**src/design/kwh_pkg.sv**
```systemverilog
// Shared types and defaults for the k-mer window histogram.
// No dependencies; imported by kwh_window, kmer_window_histogram and the testbench.
`default_nettype none

package kwh_pkg;

	localparam int MAX_K_DEF      = 6;
	localparam int COUNT_BITS_DEF = 20;
	localparam int KLEN_BITS      = 3;
	localparam logic [KLEN_BITS-1:0] KLEN_RESET = 3'd1;

	typedef enum logic [1:0] {
		CMD_START = 2'd0,
		CMD_BASE  = 2'd1,
		CMD_READ  = 2'd2
	} cmd_t;

	// What the histogram stage does with the entry it has read
	typedef enum logic [1:0] {
		OP_NONE  = 2'd0,
		OP_INC   = 2'd1,
		OP_CLEAR = 2'd2
	} hist_op_t;

	typedef struct packed {
		hist_op_t op;
		logic     clean;
		logic     bad;
	} win_ctrl_t;

endpackage

`default_nettype wire

```
**src/design/kwh_window.sv**
```systemverilog
// Window front end: base decode, rolling k-mer register, priming count and
// window flags. Produces the histogram address and operation per request.
// Depends on kwh_pkg.
`default_nettype none

module kwh_window #(
	parameter int MAX_K = kwh_pkg::MAX_K_DEF,
	localparam int IDX_BITS = 2 * MAX_K
) (
	input  wire logic                           clk,
	input  wire logic                           arst_n,
	input  wire logic                           accept,
	input  wire logic [1:0]                     command,
	input  wire logic [7:0]                     base_char,
	input  wire logic [IDX_BITS-1:0]            entry_index,
	input  wire logic [kwh_pkg::KLEN_BITS-1:0]  kmer_length,
	output kwh_pkg::win_ctrl_t                  ctrl,
	output logic      [IDX_BITS-1:0]            addr
);

	import kwh_pkg::*;

	localparam int PRIMED_BITS = (MAX_K > 1) ? $clog2(MAX_K) : 1;

	localparam logic [7:0] CH_UA = 8'h41;
	localparam logic [7:0] CH_LA = 8'h61;
	localparam logic [7:0] CH_UC = 8'h43;
	localparam logic [7:0] CH_LC = 8'h63;
	localparam logic [7:0] CH_UG = 8'h47;
	localparam logic [7:0] CH_LG = 8'h67;
	localparam logic [7:0] CH_UT = 8'h54;
	localparam logic [7:0] CH_LT = 8'h74;
	localparam logic [7:0] CH_UN = 8'h4E;
	localparam logic [7:0] CH_LN = 8'h6E;

	logic [IDX_BITS-1:0]    shift_q, shift_d, shift_next;
	logic [PRIMED_BITS-1:0] primed_q, primed_d;
	logic                   clean_q, clean_d;
	logic                   bad_q, bad_d;

	logic [1:0]             code;
	logic                   is_nuc;
	logic                   is_n;
	logic [KLEN_BITS-1:0]   k_eff;
	logic [KLEN_BITS-1:0]   need;
	logic [IDX_BITS-1:0]    kmask;

	always_comb begin
		code   = 2'd0;
		is_nuc = 1'b0;
		is_n   = 1'b0;
		case (base_char) inside
			CH_UA, CH_LA: begin code = 2'd0; is_nuc = 1'b1; end
			CH_UC, CH_LC: begin code = 2'd1; is_nuc = 1'b1; end
			CH_UG, CH_LG: begin code = 2'd2; is_nuc = 1'b1; end
			CH_UT, CH_LT: begin code = 2'd3; is_nuc = 1'b1; end
			CH_UN, CH_LN: begin is_n = 1'b1; end
			default: begin end
		endcase
	end

	// k of 0 acts as 1, anything above MAX_K as MAX_K
	always_comb begin
		if (kmer_length == '0) begin
			k_eff = KLEN_BITS'(1);
		end else if (int'(kmer_length) > MAX_K) begin
			k_eff = KLEN_BITS'(MAX_K);
		end else begin
			k_eff = kmer_length;
		end
		need = k_eff - KLEN_BITS'(1);
	end

	always_comb begin
		for (int i = 0; i < IDX_BITS; i++) begin
			kmask[i] = (i < 2 * int'(k_eff));
		end
	end

	assign shift_next = IDX_BITS'({shift_q, code});

	always_comb begin
		shift_d  = shift_q;
		primed_d = primed_q;
		clean_d  = clean_q;
		bad_d    = bad_q;
		ctrl.op  = OP_NONE;
		addr     = '0;
		case (cmd_t'(command))
			CMD_START: begin
				shift_d  = '0;
				primed_d = '0;
				clean_d  = 1'b1;
				bad_d    = 1'b0;
			end
			CMD_BASE: begin
				if (is_n) begin
					clean_d = 1'b0;
				end else if (!is_nuc) begin
					bad_d = 1'b1;
				end else begin
					shift_d = shift_next;
					if (KLEN_BITS'(primed_q) < need) begin
						primed_d = primed_q + PRIMED_BITS'(1);
					end else begin
						ctrl.op = OP_INC;
						addr    = shift_next & kmask;
					end
				end
			end
			CMD_READ: begin
				ctrl.op = OP_CLEAR;
				addr    = entry_index;
			end
			default: begin end
		endcase
		ctrl.clean = clean_d;
		ctrl.bad   = bad_d;
	end

	always_ff @(posedge clk or negedge arst_n) begin
		if (!arst_n) begin
			shift_q  <= '0;
			primed_q <= '0;
			clean_q  <= 1'b1;
			bad_q    <= 1'b0;
		end else if (accept) begin
			shift_q  <= shift_d;
			primed_q <= primed_d;
			clean_q  <= clean_d;
			bad_q    <= bad_d;
		end
	end

endmodule

`default_nettype wire

```
**config.mk**
```make
export PLATFORM = sky130hd
export DESIGN_NAME = kwh_window
export DESIGN_NICKNAME = d
export VERILOG_FILES = /design/src/design/kwh_pkg.sv /design/src/design/kwh_window.sv
export SDC_FILE = /design/constraint.sdc
export NUM_CORES = 1
export LEC_CHECK = 0
export ABC_AREA = 1
export BUFFER_PORTS_ARGS = -buffer_cell sky130_fd_sc_hd__buf_2
export CAP_MARGIN = 0
export CORE_MARGIN = 2
export CORE_UTILIZATION = 40
export CTS_BUF_LIST = sky130_fd_sc_hd__clkbuf_4
export CTS_CLUSTER_SIZE = 14
export DETAILED_ROUTE_END_ITERATION = 8
export PLACE_DENSITY = 0.65
export SYNTH_ARGS = -nofsm -noshare
export SYNTH_HDL_FRONTEND = slang
export SYNTH_SLANG_ARGS = --single-unit
```
**constraint.sdc**
```tcl
create_clock -name clk -period 4.2 [get_ports clk]
set_clock_uncertainty 0.15 [all_clocks]
set_input_delay 0.63 -clock clk [delete_from_list [all_inputs] [get_ports clk]]
set_output_delay 0.63 -clock clk [all_outputs]
set_load 0.05 [all_outputs]
```
==> summary.md, run 1 <==
| Metric | Value |
|---|---|
| Syn_area_per_cell | 6.84 um^2 |
| Synth Net Count | 240 |
| CP top delay family | simple AND/OR/NAND/NOR gates |
| Final Hold Vio Count | 0 |
| Crit path required time | 3.42 ns |
| Synth Warn # | 0 |
| Final RePlAce weighted congestion | 0.772 |
| Initial Util | 41.7% |
| # IOs | 44 |
| Reg clk slew, reported paths | 0.10 ns |
| Slew Limit Fails | 0 |
| Max Root-Sink Buffers | 2 |
| Die Ht | 63.2 um |
| Sink Count | 15 |
| Overflow after GRT | 0 |
| Post-synth ARST share | 100% |
| Min-delay worst type | in -> async |
| Diode count | 0 |
| Most used DFF post-synth | dfrtp_1 |
| Core Rows | 21 |
| TritonCTS clock tree | done |
| Post-place setup slack | 1.03 ns |
| Cell with the most instances after synthesis | nand2_1 |
| Final hold slack | 0.0823 ns |
| Worst-path maximum fanout | 13 |
| Drt via density | 4.90 |
| Wire length per cell | 11.1 um |
| Most used cell, CP | nand2_1 |
| Post-CTS setup buffers | 0 |
| Delay of the slowest critical-path stage | 0.28 ns |
| Clk Latency, worst-skew pair | 0.28 ns |
| R2R cell count | 7 |
| Critical path arrival | 2.39 ns |
| Final worst-path cycle share | 75.4% |
| CP endpoint kind | output pin |
| Fillers | 374 |
| Status | completed |
| Vias | 1407 |
| RSZ-0062 raised after global routing | no |
| Setup TNS | 0 ns |
| Setup WS post-layout | 1.03 ns |
| F_max | 0.316 GHz |
| Synth area leaders | dfrtp_1, nand2_1, nand4_1 |
| DR iter-0 viols | 71 |
| Root Driver | clkbuf_4 |
| R2r setup slk | 2.51 ns |
| Seq cells post-synth | 15 |
| VDD IR-drop max | 173 uV |
| Commonest cells in the netlist | nand2_1, inv_1, nand4_1, dfrtp_1, nor2_1 |
| Die ar. | 4000 um^2 |
| Synthesis-to-layout area growth | 15.8% |
| Post-route ant nets | 0 |
| Non-filler cells, final | 287 |
| Cell Area, Synth | 1400 um^2 |
| PwrDens | 223 nW/um^2 |
| Largest net degree at the start of global routing | 18 |
| CTS H-Tree Depth | 1 |
| Synth top area share | 25.0% |
| Final setup vio count | 0 |
| Worst-Margin Slew | 0.512 ns |
| EDFF count, synth | 0 |
| Die Wd | 63.2 um |
| Total Routing Usage GR | 17.2% |
| Minimum clock period | 3.17 ns |
| Share of layout cells above drive strength 1 | 29.0% |
| Max-slew headroom | 65.9% |
| First-pass DRT Iterations | 4 |
| Layout net count | 277 |
| Sequential element share of the synthesized area | 26.9% |
| Core footprint | 3360 um^2 |
| FF-to-FF End | primed_q[1] |
| Post-synthesis cell type count | 28 |
| CP Cell Sequence | buf_2 -> inv_1 -> nand2_1 -> nand2_1 -> xor2_1 -> ha_1 -> nand2_1 -> inv_1 -> nand2_1 -> nand2_2 -> nand4_1 -> a21oi_1 -> buf_2 |
| Worst R2R Start | primed_q[2] |
| Antenna violations before repair | 0 |
| Hpwl dp | 2560 um |
| First-pass GRT wire length | 5630 um |
| DR DRC count | 0 |
| Max Cap Viol | 0 |
| Placed cells | 283 |
| Kind of critical path | in -> out |
| Cts hold-fix bufs | 0 |
| Final wirelength | 3180 um |
| Slowest cell on crit path | buf_2 |
| Startpoint types | input pin |
| Synthesized instance count | 205 |
| CP bufs+invs | 4 |
| Vias in the first global route | 1304 |
| Area leader, netlist | dfrtp_1 |
| IO buf count | 42 |
| CTS buffer count | 3 |
| Leak pwr | 0.897 nW |
| Resized Gates After CTS | 0 |
[worst reg2reg max path, stage by stage (launching register included)]
cell,delay (ns)
dfrtp_1,0.43
ha_1,0.32
a21oi_1,0.20
nand3_1,0.10
nand2_1,0.14
nand3_2,0.11
nand2_1,0.08
nand2_1,0.05
[sequential cells by signal (all words and copies together) (netlist names)]
name,flops
shift_q,10
primed_q,3
bad_q,1
clean_q,1
[routing by layer]
metal | share of wire (%) | GRT usage (%) | vias to the layer above
met1 | 51 | 23.1 | 623
li1 | - | - | 742
met3 | 4.2 | 2.50 | 6
met2 | 43 | 27.8 | 36
met5 | 0 | 0 | -
met4 | 1.8 | 6.52 | 0
[kinds of logic after synthesis]
group | Yosys count | synth area share [%]
buffers and inverters | 34 | 12.0
AOI/OAI and AO/OA | 19 | 7.85
adders and majority gates | 7 | 6.24
xor gates and xnor gates | 2 | 1.25
and+or+nand+nor | 128 | 45.9
DFF | 15 | 26.9
[area by class of cell]
| cell class | instances | area, um^2 | share of cell area (%) |
|---|---|---|---|
| clock buffers | 3 | 22.5 | 1.39 |
| clock inverters | 1 | 5.00 | 0.308 |
| inverters | 23 | 86.3 | 5.32 |
| multi-input cells | 156 | 858 | 52.9 |
| flip-flops and latches | 15 | 377 | 23.2 |
| well taps | 46 | 57.6 | 3.54 |
| repair buffers | 43 | 218 | 13.4 |
[worst max-delay path by stage]
stage                   start        to  slack (ns)  cells past startpoint
6_report       kmer_length[1]  addr[10]        1.03                     13
5_1_grt        kmer_length[1]  addr[10]        0.83                     13
4_1_cts        kmer_length[1]  addr[11]        1.03                     13
3_5_place_dp   kmer_length[1]  addr[10]        1.03                     13
3_3_place_gp   kmer_length[1]  addr[11]        1.09                     13
2_1_floorplan  kmer_length[1]  addr[11]        0.98                     12
[cells in the final DEF (no fill, tap or decap)]
| cell | count |
|---|---|
| buf_4 | 1 |
| nand3_1 | 13 |
| nand2_1 | 66 |
| a21oi_2 | 3 |
| nand2_4 | 1 |
| o21ai_0 | 3 |
| inv_1 | 21 |
| nand3_4 | 3 |
| nor2_4 | 1 |
| clkinv_2 | 1 |
| inv_2 | 2 |
| and3_1 | 2 |
| dfrtp_1 | 14 |
| nand4_1 | 17 |
| nor2_2 | 3 |
| dfstp_2 | 1 |
| ha_1 | 7 |
| nand2_2 | 4 |
| nand3_2 | 4 |
| o21ai_2 | 1 |
| buf_2 | 42 |
| xnor2_1 | 1 |
| xor2_1 | 1 |
| clkbuf_4 | 3 |
| a21oi_1 | 12 |
| nor2_1 | 14 |
[report_power, final]
| group | internal, mW | switching (mW) | leakage, nW |
|---|---|---|---|
| sequential | 0.152 | 0.00542 | 0.202 |
| clock | 0.0353 | 0.0461 | 0.0177 |
| combinational | 0.0350 | 0.0887 | 0.677 |
[stage by stage]
| step | util [%] | power [mW] | instance area (um^2) |
|---|---|---|---|
| after global placement | 47.5 | 0.282 | 1600 |
| after floorplan | - | 0.257 | 1400 |
| after CTS | 48.3 | 0.368 | 1620 |
| after global routing | 48.3 | 0.391 | 1620 |
| after detailed placement | 47.5 | 0.285 | 1600 |
| final | 48.3 | 0.362 | 1620 |
Power figures use the tool's default switching activity.
==> run 2: changes to the inputs <==
==> constraint.sdc (replaced) <==
create_clock -name clk -period 3.1 [get_ports clk]
set_clock_uncertainty 0.15 [all_clocks]
set_input_delay 0.465 -clock clk [delete_from_list [all_inputs] [get_ports clk]]
set_output_delay 0.465 -clock clk [all_outputs]
set_load 0.05 [all_outputs]
==> summary.md, run 2 (synthesis results as in run 1) <==
| Metric | Value |
|---|---|
| Sw frac | 38.9% (was 38.7%) |
| Critical path arrival | 2.18 ns (was 2.39 ns) |
| Layout net count | 278 (was 277) |
| Slew Limit Fails | 0 (unchanged) |
| Final setup vio count | 0 (unchanged) |
| Sink Count | 15 (unchanged) |
| F_max | 0.357 GHz |
| Core Rows | 21 (unchanged) |
| VDD IR-drop max | 131 uV (was 173 uV) |
| Final wirelength | 3140 um (was 3180 um) |
| Post-CTS setup buffers | 0 (unchanged) |
| Switch Pwr | 192 uW (was 140 uW) |
| Root Driver | clkbuf_4 (unchanged) |
| PwrDens | 302 nW/um^2 (was 223 nW/um^2) |
| Antenna violations before repair | 0 (unchanged) |
| TritonCTS clock tree | done (unchanged) |
| Total Routing Usage GR | 16.6% (was 17.2%) |
| Initial Util | 41.7% (unchanged) |
| Leak pwr | 0.902 nW (was 0.897 nW) |
| Most common cell after layout, fill and taps aside | nand2_1 (unchanged) |
| Max-slew headroom | 73.3% (was 65.9%) |
| Core footprint | 3360 um^2 (unchanged) |
| Most frequent cells in the layout | nand2_1, buf_2, inv_1, nand4_1 (unchanged) |
| CTS buffer count | 3 (unchanged) |
| Worst-Margin Slew | 0.400 ns (was 0.512 ns) |
| # IOs | 44 (unchanged) |
| Vias | 1400 (was 1407) |
| Total power draw | 494 uW (was 362 uW) |
| CP endpoint kind | output pin (unchanged) |
| RSZ-0062 raised after global routing | no (unchanged) |
| Clock network fraction of design power | 22.9% (was 22.5%) |
| Min-delay worst type | reg -> reg (was in -> async) |
| Worst-path maximum fanout | 13 (unchanged) |
| Wire length per cell | 10.9 um (was 11.1 um) |
| DR iter-0 viols | 80 (was 71) |
| Final Hold Vio Count | 0 (unchanged) |
| First-pass DRT Iterations | 4 (unchanged) |
| Crit path required time | 2.48 ns (was 3.42 ns) |
| Fillers | 390 (was 374) |
| Die Ht | 63.2 um (unchanged) |
| Die Wd | 63.2 um (unchanged) |
| Minimum clock period | 2.80 ns |
| First-pass GRT wire length | 5450 um (was 5630 um) |
| Int Pwr | 301 uW (was 222 uW) |
| DR DRC count | 0 (unchanged) |
| Drt via density | 4.86 (was 4.90) |
| Post-route ant nets | 0 (unchanged) |
| Max reg flops | 10 (unchanged) |
| Startpoint types | input pin (unchanged) |
| Reg clk slew, reported paths | 0.09 ns (was 0.10 ns) |
| Non-filler cells, final | 288 (was 287) |
| Kind of critical path | in -> out (unchanged) |
| Synthesis-to-layout area growth | 16.5% (was 15.8%) |
| Clk Latency, worst-skew pair | 0.29 ns (was 0.28 ns) |
| Largest reg by FF count | shift_q (unchanged) |
| Final RePlAce weighted congestion | 0.748 (was 0.772) |
| Diode count | 0 (unchanged) |
| Largest registers | shift_q (10), primed_q (3) (unchanged) |
| Max Cap Viol | 0 (unchanged) |
| Dpl cell area | 1600 um^2 (unchanged) |
| Share of layout cells above drive strength 1 | 28.9% (was 29.0%) |
| Max Root-Sink Buffers | 2 (unchanged) |
| Combinational group share of total power | 34.0% (was 34.2%) |
| Design area | 1630 um^2 (was 1620 um^2) |
| Die ar. | 4000 um^2 (unchanged) |
| CTS H-Tree Depth | 1 (unchanged) |
| Vias in the first global route | 1254 (was 1304) |
| Flop pwr share | 43.1% (was 43.3%) |
| Largest net degree at the start of global routing | 20 (was 18) |
| IO buf count | 42 (unchanged) |
| Placed cells | 283 (unchanged) |
| Final worst-path cycle share | 90.2% |
| Status | completed (unchanged) |
| Overflow after GRT | 0 (unchanged) |
| Hpwl dp | 2460 um (was 2560 um) |
| Setup TNS | 0 ns (unchanged) |
[run 2: cell type report]
type                    instances  area [um^2]  share of cell area (%)
repair buffers                 44          228                    13.9
flip-flops and latches         15          377                    23.0
clock buffers                   3         22.5                    1.38
clock inverters                 1         5.00                   0.306
inverters                      23         86.3                    5.28
multi-input cells             156          858                    52.5
well taps                      46         57.6                    3.52
[run 2: power by group through the flow]
stage               sequential (mW)  clock [mW]  combinational, mW
floorplan                     0.214           0              0.134
finish                        0.213       0.113              0.168
global placement              0.216           0              0.167
detailed placement            0.216           0              0.169
CTS                           0.212       0.119              0.170
global route                  0.214       0.128              0.189
[run 2: timing repair]
action | in CTS | in global routing
endpoints found under the hold margin | 14 | 0
gates resized for setup | 0 | 0
hold buffers | 1 | 0
[run 2: routing by layer]
layer / vias up / track usage [%] / wire [um]
met5: - / 0 / 0
met4: 0 / 5.71 / 34
met3: 4 / 1.79 / 164
met2: 35 / 26.7 / 1340
met1: 621 / 23.1 / 1610
li1: 740 / - / -
[run 2: final timing paths]
path                                startpoint          end  slack, ns  cells past startpoint
worst max-delay path            kmer_length[1]      addr[5]       0.30                     13
worst min-delay path                shift_q[3]   shift_q[3]       0.33                      2
worst max register to register     primed_q[2]  primed_q[0]       1.40                      7
worst min register to register      shift_q[3]   shift_q[3]       0.33                      2
max in group asynchronous               arst_n      clean_q       2.05                      2
min in group asynchronous               arst_n   shift_q[2]       0.45                      2
[run 2: metrics by stage]
step           hold WS, ns  worst slack (ns)  utilization, %
2_1_floorplan       0.0194             0.205               -
3_3_place_gp         0.246             0.328            47.5
3_5_place_dp         0.249             0.300            47.5
4_1_cts              0.334             0.298            48.6
5_1_grt              0.355             0.144            48.6
6_report             0.330             0.302            48.6
[run 2: worst max-delay path: stages]
cell and delay [ns]:
buf_2 0.12, inv_1 0.06, nand2_1 0.10, nand2_1 0.07, xor2_1 0.14, ha_1 0.27
nand2_1 0.05, inv_1 0.05, nand2_1 0.07, nand2_2 0.21, nand4_1 0.15, a21oi_1 0.14
buf_2 0.28
